[src/rtl/rgb565_to_gray2_page_packer_defines.svh]
// ----------------------------------------------------------------------------
// RGB565 to 2-bit gray page packer: assertion macros
// Shared assertion helpers for the packer's own checks.
// ----------------------------------------------------------------------------
`ifndef RGB565_TO_GRAY2_PAGE_PACKER_DEFINES_SVH
`define RGB565_TO_GRAY2_PAGE_PACKER_DEFINES_SVH
`ifndef SYNTHESIS
`define RGBG2_ASSERT_IMP(label, clk, rst, ante, cons) \
  label: assert property (@(posedge clk) disable iff (rst) (ante) |-> (cons)) \
    else $error("packer check failed");
`define RGBG2_ASSERT_NEXT(label, clk, rst, ante, cons) \
  label: assert property (@(posedge clk) disable iff (rst) (ante) |=> (cons)) \
    else $error("packer check failed");
`else
`define RGBG2_ASSERT_IMP(label, clk, rst, ante, cons)
`define RGBG2_ASSERT_NEXT(label, clk, rst, ante, cons)
`endif
`endif

[src/rtl/rgbg2_pkg.sv]
// ----------------------------------------------------------------------------
// RGB565 to 2-bit gray page packer: package
// Geometry, weights, thresholds and shared types.
// ----------------------------------------------------------------------------
package rgbg2_pkg;

  localparam int COLUMNS    = 128;
  localparam int PAGE_COUNT = 16;
  localparam int COL_W      = (COLUMNS > 1) ? $clog2(COLUMNS) : 1;
  localparam int PAGE_W     = (PAGE_COUNT > 1) ? $clog2(PAGE_COUNT) : 1;

  localparam int MID_DEPTH = 4;
  localparam int MID_AW    = 2;
  localparam int MID_CW    = 3;
  localparam int OUT_DEPTH = 2;
  localparam int OUT_AW    = 1;
  localparam int OUT_CW    = 2;

  localparam logic [15:0] MASK_C0 = 16'h001f;
  localparam logic [15:0] MASK_C1 = 16'h07e0;
  localparam logic [15:0] MASK_C2 = 16'hf800;

  localparam logic [15:0] WEIGHT_C0 = 16'd19595;
  localparam logic [15:0] WEIGHT_C1 = 16'd38469;
  localparam logic [15:0] WEIGHT_C2 = 16'd7472;

  localparam logic [5:0] THRESH_LOW  = 6'd12;
  localparam logic [5:0] THRESH_MID  = 6'd25;
  localparam logic [5:0] THRESH_HIGH = 6'd37;

  typedef enum logic [1:0] {
    BAND_BLACK = 2'd0,
    BAND_DARK  = 2'd1,
    BAND_LIGHT = 2'd2,
    BAND_WHITE = 2'd3
  } band_t;

  typedef struct packed {
    logic set_first;
    logic set_second;
  } plane_bits_t;

  typedef struct packed {
    logic [MID_CW-1:0] count;
    logic              empty;
  } queue_status_t;

  typedef struct packed {
    logic [3:0] page_index;
    logic [6:0] column_index;
    logic [7:0] plane_first;
    logic [7:0] plane_second;
    logic       frame_end;
  } result_t;

  function automatic band_t band_of(input logic [5:0] gray);
    band_t band;
    if (gray < THRESH_LOW) begin
      band = BAND_BLACK;
    end else if (gray < THRESH_MID) begin
      band = BAND_DARK;
    end else if (gray < THRESH_HIGH) begin
      band = BAND_LIGHT;
    end else begin
      band = BAND_WHITE;
    end
    return band;
  endfunction

  function automatic plane_bits_t classify(input logic [5:0] gray, input logic reverse);
    plane_bits_t bits;
    band_t band;
    band = band_of(gray);
    bits = '0;
    case (band)
      BAND_BLACK: begin
        bits.set_first  = !reverse;
        bits.set_second = !reverse;
      end
      BAND_DARK: begin
        bits.set_first  = reverse;
        bits.set_second = !reverse;
      end
      BAND_LIGHT: begin
        bits.set_first  = !reverse;
        bits.set_second = reverse;
      end
      BAND_WHITE: begin
        bits.set_first  = reverse;
        bits.set_second = reverse;
      end
      default: begin
        bits = '0;
      end
    endcase
    return bits;
  endfunction

endpackage

[src/rtl/rgbg2_front.sv]
// ----------------------------------------------------------------------------
// RGB565 to 2-bit gray page packer: front end
// Weighs the color channels, then sorts the gray value into a plane bit pair.
// ----------------------------------------------------------------------------
module rgbg2_front import rgbg2_pkg::*; (
  input  logic        clk,
  input  logic        rst,
  input  logic        accept,
  input  logic [15:0] pixel,
  input  logic        reverse,
  output logic        wr_valid,
  output plane_bits_t wr_bits
);

  logic [4:0]  c0;
  logic [5:0]  c1;
  logic [4:0]  c2;
  logic        s1_valid;
  logic        s1_reverse;
  logic [19:0] prod0;
  logic [21:0] prod1;
  logic [17:0] prod2;
  logic [22:0] sum;
  logic [5:0]  gray;

  assign c0 = 5'(pixel & MASK_C0);
  assign c1 = 6'((pixel & MASK_C1) >> 5);
  assign c2 = 5'((pixel & MASK_C2) >> 11);

  always_ff @(posedge clk) begin
    if (rst) begin
      s1_valid <= 1'b0;
    end else begin
      s1_valid <= accept;
    end
  end

  always_ff @(posedge clk) begin
    if (accept) begin
      s1_reverse <= reverse;
      prod0      <= {15'd0, c0} * {4'd0, WEIGHT_C0};
      prod1      <= {16'd0, c1} * {6'd0, WEIGHT_C1};
      prod2      <= {13'd0, c2} * {2'd0, WEIGHT_C2};
    end
  end

  assign sum      = {3'd0, prod0} + {1'd0, prod1} + {5'd0, prod2};
  assign gray     = sum[21:16];
  assign wr_valid = s1_valid;
  assign wr_bits  = classify(gray, s1_reverse);

endmodule

[src/rtl/rgbg2_queue.sv]
// ----------------------------------------------------------------------------
// RGB565 to 2-bit gray page packer: classified item queue
// Short queue that decouples the front end from the packing back end.
// ----------------------------------------------------------------------------
module rgbg2_queue import rgbg2_pkg::*; (
  input  logic          clk,
  input  logic          rst,
  input  logic          wr,
  input  plane_bits_t   wr_data,
  input  logic          rd,
  output plane_bits_t   rd_data,
  output queue_status_t status
);

  plane_bits_t       mem [MID_DEPTH];
  logic [MID_AW-1:0] wr_ptr;
  logic [MID_AW-1:0] rd_ptr;
  logic [MID_CW-1:0] count;

  always_ff @(posedge clk) begin
    if (rst) begin
      wr_ptr <= '0;
      rd_ptr <= '0;
      count  <= '0;
    end else begin
      if (wr) begin
        wr_ptr <= wr_ptr + 1'b1;
      end
      if (rd) begin
        rd_ptr <= rd_ptr + 1'b1;
      end
      case ({wr, rd})
        2'b10:   count <= count + 1'b1;
        2'b01:   count <= count - 1'b1;
        default: count <= count;
      endcase
    end
  end

  always_ff @(posedge clk) begin
    if (wr) begin
      mem[wr_ptr] <= wr_data;
    end
  end

  assign rd_data      = mem[rd_ptr];
  assign status.count = count;
  assign status.empty = (count == '0);

endmodule

[src/rtl/rgbg2_back.sv]
// ----------------------------------------------------------------------------
// RGB565 to 2-bit gray page packer: back end
// Builds the two plane bytes per column, steps column and page, and queues
// finished columns for the result side.
// ----------------------------------------------------------------------------
module rgbg2_back import rgbg2_pkg::*; (
  input  logic        clk,
  input  logic        rst,
  input  logic        q_empty,
  input  plane_bits_t q_data,
  output logic        q_rd,
  input  logic        pop,
  output logic        empty,
  output result_t     result
);

  logic [7:0]        first_accum;
  logic [7:0]        second_accum;
  logic [2:0]        row_in_page;
  logic [COL_W-1:0]  column_count;
  logic [PAGE_W-1:0] page_count;
  logic [7:0]        row_bit;
  logic [7:0]        first_next;
  logic [7:0]        second_next;
  logic              last_row;
  logic              last_column;
  logic              last_page;
  logic              emit;
  logic              do_pop;
  result_t           fresh;

  result_t           out_mem [OUT_DEPTH];
  logic [OUT_AW-1:0] out_wr;
  logic [OUT_AW-1:0] out_rd;
  logic [OUT_CW-1:0] out_count;

  assign last_row    = (row_in_page == 3'd7);
  assign last_column = (column_count == COL_W'(COLUMNS - 1));
  assign last_page   = (page_count == PAGE_W'(PAGE_COUNT - 1));
  assign q_rd        = !q_empty && (!last_row || (out_count < OUT_CW'(OUT_DEPTH)));
  assign emit        = q_rd && last_row;
  assign do_pop      = pop && !empty;

  assign row_bit     = 8'd1 << row_in_page;
  assign first_next  = first_accum | (q_data.set_first ? row_bit : 8'd0);
  assign second_next = second_accum | (q_data.set_second ? row_bit : 8'd0);

  assign fresh.page_index   = 4'(page_count);
  assign fresh.column_index = 7'(column_count);
  assign fresh.plane_first  = first_next;
  assign fresh.plane_second = second_next;
  assign fresh.frame_end    = last_column && last_page;

  always_ff @(posedge clk) begin
    if (rst) begin
      first_accum  <= '0;
      second_accum <= '0;
      row_in_page  <= '0;
      column_count <= '0;
      page_count   <= '0;
    end else if (q_rd) begin
      if (last_row) begin
        first_accum  <= '0;
        second_accum <= '0;
        row_in_page  <= '0;
        if (last_column) begin
          column_count <= '0;
          page_count   <= last_page ? '0 : page_count + 1'b1;
        end else begin
          column_count <= column_count + 1'b1;
        end
      end else begin
        first_accum  <= first_next;
        second_accum <= second_next;
        row_in_page  <= row_in_page + 1'b1;
      end
    end
  end

  always_ff @(posedge clk) begin
    if (rst) begin
      out_wr    <= '0;
      out_rd    <= '0;
      out_count <= '0;
    end else begin
      if (emit) begin
        out_wr <= out_wr + 1'b1;
      end
      if (do_pop) begin
        out_rd <= out_rd + 1'b1;
      end
      case ({emit, do_pop})
        2'b10:   out_count <= out_count + 1'b1;
        2'b01:   out_count <= out_count - 1'b1;
        default: out_count <= out_count;
      endcase
    end
  end

  always_ff @(posedge clk) begin
    if (emit) begin
      out_mem[out_wr] <= fresh;
    end
  end

  assign empty  = (out_count == '0);
  assign result = out_mem[out_rd];

endmodule

[src/rtl/rgb565_to_gray2_page_packer.sv]
// A column's eighth pixel is registered, queued, then packed into the result queue.
// Throughput: one pixel per cycle while full stays low, one result for every eight pixels.
// The back end sets the rate: one queued pixel per cycle, held while the result queue is full.
// Reset (rst, synchronous, active high) clears counters, plane bytes, queues
// and the reverse_levels register.
// ----------------------------------------------------------------------------
// RGB565 to 2-bit gray page packer
// Converts page-ordered RGB565 pixels to two plane bytes per column.
// ----------------------------------------------------------------------------
`include "rgb565_to_gray2_page_packer_defines.svh"

module rgb565_to_gray2_page_packer import rgbg2_pkg::*; (
  input  logic        clk,
  input  logic        rst,
  input  logic        push,
  output logic        full,
  input  logic [15:0] pixel_rgb565,
  output logic        empty,
  input  logic        pop,
  output logic [3:0]  page_index,
  output logic [6:0]  column_index,
  output logic [7:0]  plane_first,
  output logic [7:0]  plane_second,
  output logic        frame_end,
  input  logic        cfg_valid,
  output logic        cfg_ready,
  input  logic        cfg_data
);

  logic          reverse_levels;
  logic          accept;
  logic          mid_wr;
  plane_bits_t   mid_wr_bits;
  logic          mid_rd;
  plane_bits_t   mid_rd_bits;
  queue_status_t mid_status;
  logic [MID_CW:0] credit_used;
  result_t       result;

  assign cfg_ready = 1'b1;

  always_ff @(posedge clk) begin
    if (rst) begin
      reverse_levels <= 1'b0;
    end else if (cfg_valid && cfg_ready) begin
      reverse_levels <= cfg_data;
    end
  end

  // Items still in the front stage count against the queue space.
  assign credit_used = {1'b0, mid_status.count} + {{MID_CW{1'b0}}, mid_wr};
  assign full        = (credit_used >= (MID_CW + 1)'(MID_DEPTH));
  assign accept      = push && !full;

  rgbg2_front u_front (
    .clk      (clk),
    .rst      (rst),
    .accept   (accept),
    .pixel    (pixel_rgb565),
    .reverse  (reverse_levels),
    .wr_valid (mid_wr),
    .wr_bits  (mid_wr_bits)
  );

  rgbg2_queue u_queue (
    .clk     (clk),
    .rst     (rst),
    .wr      (mid_wr),
    .wr_data (mid_wr_bits),
    .rd      (mid_rd),
    .rd_data (mid_rd_bits),
    .status  (mid_status)
  );

  rgbg2_back u_back (
    .clk     (clk),
    .rst     (rst),
    .q_empty (mid_status.empty),
    .q_data  (mid_rd_bits),
    .q_rd    (mid_rd),
    .pop     (pop),
    .empty   (empty),
    .result  (result)
  );

  assign page_index   = result.page_index;
  assign column_index = result.column_index;
  assign plane_first  = result.plane_first;
  assign plane_second = result.plane_second;
  assign frame_end    = result.frame_end;

  `RGBG2_ASSERT_IMP(a_mid_no_overflow, clk, rst, mid_wr, mid_status.count != MID_CW'(MID_DEPTH))
  `RGBG2_ASSERT_IMP(a_mid_no_underflow, clk, rst, mid_rd, !mid_status.empty)
  `RGBG2_ASSERT_NEXT(a_accept_reaches_queue, clk, rst, accept, mid_wr)
  `RGBG2_ASSERT_IMP(a_frame_end_page, clk, rst, !empty && frame_end, page_index == 4'(PAGE_COUNT - 1))

endmodule

[config.mk]
export PLATFORM = sky130hd
export DESIGN_NAME = rgb565_to_gray2_page_packer
export DESIGN_NICKNAME = d
export VERILOG_FILES = /design/src/rtl/rgbg2_pkg.sv /design/src/rtl/rgbg2_front.sv /design/src/rtl/rgbg2_queue.sv /design/src/rtl/rgbg2_back.sv /design/src/rtl/rgb565_to_gray2_page_packer.sv
export VERILOG_INCLUDE_DIRS = /design/src /design/src/rtl
export SDC_FILE = /design/constraint.sdc
export NUM_CORES = 1
export LEC_CHECK = 0
export ABC_AREA = 1
export BUFFER_PORTS_ARGS = -buffer_cell sky130_fd_sc_hd__clkbuf_2
export CORE_MARGIN = 1
export CORE_UTILIZATION = 55
export DETAILED_ROUTE_END_ITERATION = 12
export GPL_ROUTABILITY_DRIVEN = 0
export HOLD_SLACK_MARGIN = 0.12
export PLACE_DENSITY_LB_ADDON = 0.2
export SLEW_MARGIN = 20
export SYNTH_ARGS = -nofsm -noshare
export SYNTH_HDL_FRONTEND = slang
export SYNTH_SLANG_ARGS = --single-unit
[constraint.sdc]
create_clock -name clk -period 3.7 [get_ports clk]
set_input_delay 0.37 -clock clk [delete_from_list [all_inputs] [get_ports clk]]
set_output_delay 0.37 -clock clk [all_outputs]
set_load 0.03 [all_outputs]
==> key figures, run 1 <==
Status
  – Status: finished, final reports clean

Global routing
  – Global-route wire length before repair: 34300 µm
  – Initial antenna violation count: 0
  – GRT overflow: 0
  – Total GRT Usage: 0.218
  – Largest net degree at the start of global routing: 58
  – Vias in the first global route: 7398

Timing
  – Setup Viol. Count Final: 0
  – Final Max Tran Viols: 0
  – Relative slew slack: 0.524
  – Final worst-path cycle share: 0.809
  – Setup TNS: 0 ps
  – Final min period: 2990 ps
  – Fin. Hold Viols: 0
  – Slew @ Worst Pin: 714 ps
  – Layout Skew: 11.9 ps
  – RSZ-0062 raised after global routing: no
  – Max Clock Freq: 334 MHz

Synthesis
  – Post-synthesis mux area share: 0.0293
  – Synth Area in Adders: 0.224
  – Avg Cell Area, Syn: 9.79 µm²
  – Synthesized instance count: 1101
  – Yosys reg bits: 167
  – Unique masters post-synth: 48
  – Ys flop type: edfxtp_1
  – Sequential area share after synthesis: 0.423
  – Synth Warn #: 0
  – Net Count, Synth: 1297
  – Post-synthesis xor/xnor area fraction: 0.0366
  – Mapped Area: 0.0108 mm²
  – Compound-cell area share of the yosys netlist: 0.0851
  – Combinational family with the most area after synthesis: adder cells
  – Number of flops mapped to enable cells by yosys: 121
  – Post-synthesis simple-gate area fraction: 0.133
  – Synth async-reset ratio: 0

Setup path
  – Slowest CP cell: fa_1
  – Crit path DAT: 3170 ps
  – Crit-path max cell delay: 480 ps
  – Crit Path Class: reg2reg
  – WP buf/inv: 1
  – Critical path launch point type: register
  – Crit path top cell by count: nand2_1
  – CP cell instances: fa_1, ha_1, nand2_1, inv_1, nand2_1, nand2_1, a21oi_1, nand3_2, nand2_2, nand2_2, nor2_1, nand2_1, nand2_2, o21ai_1, nand2_1, nand2_1
  – CP Capture Type: register
  – CP required: 3870 ps
  – Crit path max fanout: 5
  – CP top delay family: simple AND/OR/NAND/NOR gates

Detailed routing
  – DRC errors left: 0
  – Total number of vias: 7433
  – Pre-antenna DRT Iters: 5
  – Via/cell ratio: 5.16
  – Wire per inst: 13.8 µm
  – Final WL: 19900 µm
  – Antenna Nets Post-Route: 0
  – Initial DRC count: 341

Finish
  – Share of layout cells above drive strength 1: 0.129
  – # diodes: 0
  – Area of the multi-input gates: 0.00549 mm²
  – Most common cell after layout, fill and taps aside: nand2_1
  – Register Area: 0.00455 mm²
  – Final Non-Filler Cells: 1441
  – Layout area overhead: 11.5%
  – Fillcell total: 1580
  – # nets final: 1364
  – Commonest non-fill, non-tap cells in the layout: nand2_1, inv_1, ha_1

Clock tree
  – Num CTS Buffers: 17
  – CTS HTree Levels: 4
  – Post-CTS Setup Bufs: 0
  – Skew-Pair Late Insertion Delay: 440 ps
  – Clk slew on worst S/H paths: 70 ps
  – TritonCTS Sinks: 167
  – Root Driver: clkbuf_16
  – CTS tree: done
  – Max clock buf depth: 2

Placement
  – Count of placed standard cells including taps: 1408
  – Dpl hpwl: 15100 µm
  – IO Port Bufs: 51

Die
  – Total die area: 0.0202 mm²
  – Chip height: 142 µm
  – Core area: 0.0190 mm²
  – Initial Util: 0.569
  – Die W: 142 µm
  – I/O pin total: 53
  – Cell row count: 50

Pwr
  – Total leakage power: 5.66 nW
  – Pwr/cell area: 663 mW/mm²
  – Max IR drop VDD: 0.452 mV

Job
  – Max cap viols: 0

Min path
  – Worst min path class: in2reg
Yosys cell counts, types with 3 or more instances:
| master | number | area share |
|---|---|---|
| a211oi_1 | 4 | 0.0028 |
| a21oi_1 | 61 | 0.028 |
| a31oi_1 | 5 | 0.0029 |
| clkbuf_1 | 5 | 0.0017 |
| dfxtp_1 | 46 | 0.085 |
| edfxtp_1 | 121 | 0.34 |
| fa_1 | 31 | 0.058 |
| ha_1 | 143 | 0.17 |
| inv_1 | 185 | 0.064 |
| mux2_2 | 28 | 0.029 |
| nand2_1 | 201 | 0.070 |
| nand2_2 | 10 | 0.0058 |
| nand3_1 | 29 | 0.013 |
| nand3_2 | 3 | 0.0028 |
| nand4_1 | 11 | 0.0064 |
| nor2_1 | 61 | 0.021 |
| nor2_2 | 8 | 0.0046 |
| nor3_1 | 7 | 0.0032 |
| o211ai_1 | 16 | 0.011 |
| o21ai_0 | 27 | 0.013 |
| o21ai_1 | 3 | 0.0014 |
| o21bai_1 | 17 | 0.012 |
| xnor2_1 | 10 | 0.0081 |
| xor2_1 | 35 | 0.028 |
final cells by class:
type,instances,area share
inverter,187,0.0584
multi-input combinational,737,0.456
clock buffer,17,0.0354
clock inverter,15,0.0180
timing repair buffer,58,0.0258
sequential,167,0.379
tap,260,0.0271
where the power goes:
part | switching, W | internal [W] | total [W]
clock | 0.000887 | 0.000943 | 0.00183
combinational | 0.00229 | 0.00124 | 0.00353
sequential | 0.000169 | 0.00244 | 0.00261
metrics by stage:
step	power [W]	setup slack, ps	hold slack (ps)	utilization	instance area, µm²
2_1_floorplan	0.00534	39.1	403	-	10800
3_3_place_gp	0.00611	454	424	0.600	11400
3_5_place_dp	0.00617	345	429	0.600	11400
4_1_cts	0.00804	713	129	0.634	12000
5_1_grt	0.00869	451	174	0.634	12000
6_report	0.00798	706	146	0.634	12000
what timing repair did:
item                                   CTS  global route
gates resized for setup                  0             0
hold buffers                             1             0
endpoints found under the hold margin    1             0
registers in the layout, summed over array words and instances (netlist names), named ones only:
register	cells
u_back.page_count	4
u_back.second_accum	8
u_back.out_wr	1
u_back.row_in_page	3
u_queue.wr_ptr	2
u_back.first_accum	8
u_front.s1_reverse	1
u_back.out_rd	1
u_front.wr_valid	1
u_front.prod2	14
u_queue.mem	8
reverse_levels	1
u_back.out_mem	56
u_back.column_count	7
u_front.prod0	20
u_queue.count	3
u_front.prod1	22
u_queue.rd_ptr	2
u_back.out_count	2
final timing paths:
path                           from  cells after the start  slack (ps)                endpoint
min                        cfg_data                      3         150          reverse_levels
max               u_front.prod1[16]                     16         710       u_queue.mem[0][1]
min reg2reg  u_back.second_accum[7]                      2         440  u_back.second_accum[7]
max reg2reg       u_front.prod1[16]                     16         710       u_queue.mem[0][1]
worst reg2reg max path: stages (launching register included):
cell	delay (ps)
edfxtp_1	450
fa_1	480
ha_1	360
nand2_1	170
inv_1	50
nand2_1	70
nand2_1	80
a21oi_1	320
nand3_2	160
nand2_2	90
nand2_2	50
nor2_1	80
nand2_1	80
nand2_2	80
o21ai_1	60
nand2_1	60
nand2_1	90
routing by layer:
metal | GRT usage | up-vias | share of wire
met5 | 0 | - | 0
met4 | 0.0889 | 0 | 0.025
met3 | 0.0330 | 33 | 0.027
met2 | 0.387 | 117 | 0.49
met1 | 0.264 | 3458 | 0.46
li1 | - | 3825 | -
cells by family after synthesis:
kind of cell,after synthesis
flops,167
xor+xnor,45
mux,28
simple gates,338
compound gates,151
fa+ha+maj,174
buf+inv,197
other cells,1
Power figures use the tool's default switching activity.
==> run 2, diff against run 1 <==
Settings changed: ABC_AREA 1 to 0.
Clock period 3.7 ns to 2.58 ns, I/O delays scaled along.
==> run 2 against run 1 <==
  * The flow now finishes with violations (setup timing)
  * Cell count fell by 14%
  * Global-route usage fell by 0.21 points
  * Worst setup slack got worse by 1400 ps
  * Die area fell by 7.9%
  * Clock-buffer cell count rose by 1
  * Cell area rose by 7.0%
  * Critical path type unchanged
  * Non-clock buffer count rose by 132
  * Combinational power rose by 58%
  * Critical path depth fell by 3
  * Maximum frequency fell by 8.4%
  * Routed wire length fell by 2.6%
  * Via count fell by 12%
==> key figures, run 2 <==
Status
  – Status: finished with violations
  – Failing checks: setup timing

Die
  – Chip height: 136 µm (-4.0%)
  – Initial Util: 0.567 (-0.00128)
  – Total die area: 0.0186 mm² (-7.9%)
  – Die W: 136 µm (-4.0%)
  – I/O pin total: 53 (unchanged)
  – Cell row count: 48 (-4.0%)
  – Core area: 0.0175 mm² (-7.8%)

Finish
  – Final Non-Filler Cells: 1239 (-14%)
  – Most common cell after layout, fill and taps aside: buf_4
  – Commonest non-fill, non-tap cells in the layout: buf_4, edfxtp_1, ha_1
  – Layout area overhead: 29.8%
  – Final Instance Area: 0.0129 mm² (+7.0%)
  – Biggest register: u_back.out_mem
  – # nets final: 1197 (-12%)
  – Register Area: 0.00455 mm² (unchanged)
  – Max FFs per register: 56 (unchanged)
  – # diodes: 0 (unchanged)
  – Share of layout cells above drive strength 1: 0.360 (+0.231)
  – Fillcell total: 1120 (-29%)
  – Area of the multi-input gates: 0.00571 mm² (+4.0%)
  – Largest regs: u_back.out_mem x56, u_front.prod1 x22, u_front.prod0 x20

Synthesis
  – Number of flops mapped to enable cells by yosys: 121 (unchanged)
  – Net Count, Synth: 1000 (-23%)
  – Synthesized instance count: 804 (-27%)
  – Sequential area share after synthesis: 0.459 (+0.0368)
  – Yosys reg bits: 167 (unchanged)
  – Mapped Area: 0.00992 mm² (-8.0%)
  – Synth Warn #: 0 (unchanged)
  – Ys flop type: edfxtp_1
  – Post-synthesis xor/xnor area fraction: 0.0538 (+0.0172)
  – Synth async-reset ratio: 0 (unchanged)
  – Combinational family with the most area after synthesis: adder cells
  – Unique masters post-synth: 59 (+23%)
  – Post-synth top cells: ha_1, edfxtp_1, inv_1
  – Avg Cell Area, Syn: 12.3 µm² (+26%)
  – Top cells by area, synth: edfxtp_1, ha_1, dfxtp_1
  – Synth Area in Adders: 0.243 (+0.0195)
  – Most common cell in the synthesized netlist: ha_1
  – Synth area leader: edfxtp_1
  – Synth top area share: 0.366 (+0.0293)
  – Post-synthesis simple-gate area fraction: 0.0649 (-0.0683)
  – Post-synthesis mux area share: 0.0424 (+0.0131)
  – Compound-cell area share of the yosys netlist: 0.100 (+0.0151)

Detailed routing
  – Pre-antenna DRT Iters: 4 (-1)
  – Total number of vias: 6567 (-12%)
  – Wire per inst: 15.6 µm (+13%)
  – DRC errors left: 0 (unchanged)
  – Via/cell ratio: 5.30 (+2.8%)
  – Final WL: 19300 µm (-2.6%)
  – Antenna Nets Post-Route: 0 (unchanged)
  – Initial DRC count: 228 (-33%)

Global routing
  – Total GRT Usage: 0.216 (-0.00211)
  – Vias in the first global route: 6873 (-7.1%)
  – Initial antenna violation count: 0 (unchanged)
  – GRT overflow: 0 (unchanged)
  – Largest net degree at the start of global routing: 59 (+1.7%)
  – Global-route wire length before repair: 30800 µm (-10%)

Pwr
  – Sequential power share: 0.319 (-0.009)
  – Max IR drop VDD: 0.713 mV (+58%)
  – Pwr/cell area: 917 mW/mm² (+38%)
  – Part of the power in the clock network: 0.210 (-0.019)
  – Int Pwr: 0.00757 W (+64%)
  – Total leakage power: 5.67 nW (+0.17%)
  – Switching Fraction: 0.358 (-0.0613)
  – Share of total power in combinational logic: 0.471 (+0.028)
  – Sw power: 0.00423 W (+26%)

Setup path
  – Crit path max fanout: 4 (-1)
  – Crit-path max cell delay: 540 ps (+60 ps)
  – Slowest CP cell: fa_1
  – CP required: 2810 ps (-1060 ps)
  – CP Capture Type: register
  – Crit path top cell by count: xor2_1
  – Critical path launch point type: register
  – CP cell instances: fa_1, ha_4, nand3_2, a21o_1, a21oi_2, buf_6, nor2_4, o21bai_2, xor2_1, nor3_2, o21a_1, a211oi_2, xor2_1
  – Crit Path Class: reg2reg
  – Crit path DAT: 3500 ps (+330 ps)

Timing
  – Worst hold slack: 165 ps (+18.8 ps)
  – Max Clock Freq: 306 MHz (-8.4%)
  – Final min period: 3270 ps (+274 ps)
  – Layout Skew: 10.4 ps (-1.60 ps)
  – Slew @ Worst Pin: 980 ps (+265 ps)
  – Final setup margin: -688 ps (-1390 ps)
  – Relative slew slack: 0.345 (-0.179)
  – Final Max Tran Viols: 0 (unchanged)
  – RSZ-0062 raised after global routing: yes
  – Final worst-path cycle share: 1.27 (+0.458)
  – Fin. Hold Viols: 0 (unchanged)
  – Setup Viol. Count Final: 15 (+15)

Clock tree
  – TritonCTS Sinks: 167 (unchanged)
  – Skew-Pair Late Insertion Delay: 430 ps (about the same)
  – Root Driver: clkbuf_16
  – Num CTS Buffers: 17 (unchanged)
  – CTS HTree Levels: 4 (unchanged)
  – Clk slew on worst S/H paths: 70 ps (about the same)
  – Max clock buf depth: 2 (unchanged)
  – CTS tree: done

Placement
  – Dpl hpwl: 14300 µm (-5.3%)
  – IO Port Bufs: 51 (unchanged)
  – Count of placed standard cells including taps: 1188 (-16%)
  – Instance area at placement: 0.0117 mm² (+2.8%)

Job
  – Max cap viols: 0 (unchanged)

Min path
  – Worst min path class: in2reg
run 2: layout make-up:
| cell class | instances | area share |
|---|---|---|
| flip-flops and latches | 167 | 0.354 |
| clock inverters | 14 | 0.0122 |
| inverters | 82 | 0.0251 |
| multi-input cells | 543 | 0.444 |
| clock buffers | 18 | 0.0341 |
| repair buffers | 190 | 0.109 |
| well taps | 225 | 0.0219 |
run 2: logic make-up after synthesis:
logic type                 after synthesis
muxes                                   36
DFF                                    167
adders and majority gates              174
AOI/OAI and AO/OA                      137
buffers and inverters                   94
and+or+nand+nor                        135
other                                    1
xor gates and xnor gates                60
run 2: repair_timing:
action,4_1_cts,5_1_grt
hold endpoints to repair,1,0
hold buffers,2,0
buffers inserted,10,9
endpoints found under the setup margin,16,23
pin swaps,39,32
resized for setup,41,44
run 2: path summary, 6_finish.rpt:
check	start	to	slack, ps	depth (start not counted)
max	u_front.prod2[7]	u_queue.mem[3][1]	-690	13
min	pixel_rgb565[11]	u_front.prod2[4]	160	2
max reg2reg	u_front.prod2[7]	u_queue.mem[3][1]	-690	13
min reg2reg	reverse_levels	u_front.s1_reverse	440	0
run 2: worst max-delay path: cells and delay by family (launching register included):
family / cells / cell delay, ps
simple gates: 3 / 200
compound gates: 5 / 950
flops: 1 / 430
buf+inv: 1 / 150
xor+xnor: 2 / 500
fa+ha+maj: 2 / 850
run 2: stage by stage:
stage / TNS, ps / worst slack (ps) / total power [W] / util
6_report: -6150 / -688 / 0.0118 / 0.736
2_1_floorplan: -4570 / -410 / 0.00708 / -
3_3_place_gp: -12740 / -724 / 0.00831 / 0.669
4_1_cts: -5590 / -633 / 0.0115 / 0.719
3_5_place_dp: -14720 / -817 / 0.00859 / 0.669
5_1_grt: -8200 / -858 / 0.0126 / 0.736
run 2: power groups by stage:
stage / Sequential [W] / Combinational [W] / Clock (W)
2_1_floorplan: 0.00373 / 0.00335 / 0
3_3_place_gp: 0.00381 / 0.00451 / 0
3_5_place_dp: 0.00383 / 0.00476 / 0
4_1_cts: 0.00377 / 0.00525 / 0.00252
5_1_grt: 0.00380 / 0.00616 / 0.00263
6_report: 0.00376 / 0.00556 / 0.00247
run 2: layer usage:
metal	GRT usage	up-vias	part of all wire
li1	-	3278	-
met1	0.229	3141	0.40
met2	0.413	107	0.55
met3	0.0395	41	0.024
met4	0.0901	0	0.022
met5	0	-	0
==> run 3, diff against run 2 <==
Settings changed: PLACE_DENSITY from default to 0.76, PLACE_DENSITY_LB_ADDON 0.2 to default.
==> run 3 against run 2 <==
  * The run still ends with setup timing left
  * Cell area increased by 1.8%
  * Clock power increased by 2%
  * Cell count increased by 0.40%
  * Routed wire length increased by 10%
  * Flip-flop and latch count unchanged
  * Non-clock buffer count increased by 5
  * Sequential power about the same
  * Core utilization increased by 1.3 points
  * Clock skew increased by 6.7 ps
  * Global-route usage increased by 0.95 points
  * Combinational power increased by 3%
  * Clock-buffer cell count decreased by 1
  * Critical path type unchanged
  * Largest cell class unchanged
==> key figures, run 3 (synthesis gave the netlist of run 2 again) <==
Status
  – Status: finished with violations
  – Failing checks: setup timing

Die
  – Cell row count: 48 (unchanged)
  – Total die area: 0.0186 mm² (unchanged)
  – I/O pin total: 53 (unchanged)
  – Initial Util: 0.567 (unchanged)
  – Chip height: 136 µm (unchanged)
  – Die W: 136 µm (unchanged)
  – Core area: 0.0175 mm² (unchanged)

Finish
  – Max FFs per register: 56 (unchanged)
  – Most common cell after layout, fill and taps aside: buf_4
  – Post-layout util: 0.749 (+0.0133)
  – # diodes: 0 (unchanged)
  – # nets final: 1202 (+0.42%)
  – Share of layout cells above drive strength 1: 0.372 (+0.0120)
  – Largest regs: u_back.out_mem x56, u_front.prod1 x22, u_front.prod0 x20
  – Commonest non-fill, non-tap cells in the layout: buf_4, edfxtp_1, ha_1
  – Final Non-Filler Cells: 1244 (+0.40%)
  – Layout area overhead: 32.1%
  – Biggest register: u_back.out_mem

Clock tree
  – TritonCTS Sinks: 167 (unchanged)
  – Max clock buf depth: 2 (unchanged)
  – CTS HTree Levels: 4 (unchanged)
  – Clk slew on worst S/H paths: 70 ps (about the same)
  – CTS tree: done
  – Root Driver: clkbuf_16
  – Num CTS Buffers: 17 (unchanged)
  – Skew-Pair Late Insertion Delay: 430 ps (about the same)

Timing
  – Final min period: 3320 ps (+49.7 ps)
  – Final Max Tran Viols: 0 (unchanged)
  – Relative slew slack: 0.310 (-0.0346)
  – Layout Skew: 17.1 ps (+6.75 ps)
  – Max Clock Freq: 301 MHz (-1.5%)
  – Setup Viol. Count Final: 16 (+1)
  – RSZ-0062 raised after global routing: yes
  – Fin. Hold Viols: 0 (unchanged)
  – Final worst-path cycle share: 1.29 (+0.0193)
  – Final setup margin: -738 ps (-49.7 ps)
  – Slew @ Worst Pin: 1030 ps (+51.7 ps)

Detailed routing
  – Final WL: 21400 µm (+10%)
  – Total number of vias: 6795 (+3.5%)
  – Initial DRC count: 299 (+31%)
  – Pre-antenna DRT Iters: 4 (unchanged)
  – Antenna Nets Post-Route: 0 (unchanged)
  – Via/cell ratio: 5.46 (+3.1%)
  – Wire per inst: 17.2 µm (+10%)
  – DRC errors left: 0 (unchanged)

Setup path
  – Critical path launch point type: register
  – Crit path max fanout: 4 (unchanged)
  – CP required: 2830 ps (+20 ps)
  – Reg2Reg Setup Slack: -740 ps (-50 ps)
  – Crit path DAT: 3570 ps (+70 ps)
  – CP Capture Type: register
  – Slowest CP cell: fa_1
  – Crit Path Class: reg2reg
  – Crit-path max cell delay: 550 ps (about the same)
  – CP cell instances: inv_2, fa_1, inv_1, ha_1, o21ai_1, nand2b_1, a32o_2, o21ai_2, nand3b_1, buf_6, xnor2_4, o21a_1, a211oi_2, xor2_2

Global routing
  – Vias in the first global route: 7020 (+2.1%)
  – Largest net degree at the start of global routing: 50 (-15%)
  – Met2 Use GR: 0.434 (+0.0206)
  – Total GRT Usage: 0.225 (+0.00952)
  – Initial antenna violation count: 0 (unchanged)
  – Grt peak-use layer: met2
  – Met3 Use GR: 0.0336 (-0.00597)
  – GRT overflow: 0 (unchanged)
  – Global-route wire length before repair: 32500 µm (+5.3%)
  – Met1 usage: 0.249 (+0.0200)

Pwr
  – Total leakage power: 5.74 nW (+1.4%)
  – Max IR drop VDD: 0.763 mV (+7.0%)
  – Tot Pwr: 0.0120 W (+2.1%)
  – Pwr/cell area: 920 mW/mm² (+0.29%)

Job
  – Max cap viols: 0 (unchanged)

Placement
  – IO Port Bufs: 51 (unchanged)
  – Setup WS pre-CTS: -798 ps (+19.2 ps)
  – Count of placed standard cells including taps: 1187 (-0.084%)
  – Dpl hpwl: 14400 µm (+0.64%)

Min path
  – Worst min path class: in2reg
[run 3: cell types whose count changed in the layout (fill, tap and decap cells not counted), sizes merged]
cell      before  now
buf          141  147
clkinvlp       1    0
clkinv         6    7
inv           89   90
clkbuf        65   63
[run 3: where the power goes]
| part | internal (W) | total [W] | switching [W] |
|---|---|---|---|
| logic | 0.00279 | 0.00575 | 0.00296 |
| clock network | 0.00131 | 0.00252 | 0.00121 |
| registers | 0.00351 | 0.00377 | 0.000261 |
| total | 0.00761 | 0.0120 | 0.00443 |
[run 3: routing by layer]
metal  wire length [µm]  vias up
met2              12000      126
met1               8450     3357
met4                403        0
met3                510       30
met5                  0        -
li1                   -     3282
[run 3: area by class of cell]
cell class              instances  area [µm²]
clock inverters                15         174
flip-flops and latches        167        4550
inverters                      82         330
multi-input cells             543        5820
fillers                      1003        4380
repair buffers                195        1520
well taps                     225         282
clock buffers                  17         425
[run 3: path summary, 6_finish.rpt]
kind,from,end,cells after the start
max reg2reg,u_front.prod1[4],u_queue.mem[3][1],14
max,u_front.prod1[4],u_queue.mem[3][1],14
min,pixel_rgb565[5],u_front.prod1[0],2
min reg2reg,reverse_levels,u_front.s1_reverse,0
[run 3: what timing repair did]
item,in CTS,in global routing
setup endpoints to repair,17,28
pin swaps,38,52
setup buffers,24,13
hold buffers,2,0
hold endpoints to repair,1,0
resized for setup,42,79
[run 3: metrics by stage]
| stage | hold slack, ps | area, µm² | setup TNS, ps |
|---|---|---|---|
| after detailed placement | 424 | 11700 | -15090 |
| after floorplan | 357 | 10300 | -4570 |
| final | 140 | 13100 | -6510 |
| after global placement | 421 | 11700 | -12820 |
| after CTS | 145 | 12600 | -5830 |
| after global routing | 132 | 13100 | -8620 |
[run 3: critical path: cells and delay by family (launching register included)]
family	cells	cell delay, ps
fa+ha+maj	2	820
flops	1	340
simple gates	2	260
xor+xnor	2	370
compound gates	5	1090
buf+inv	3	260
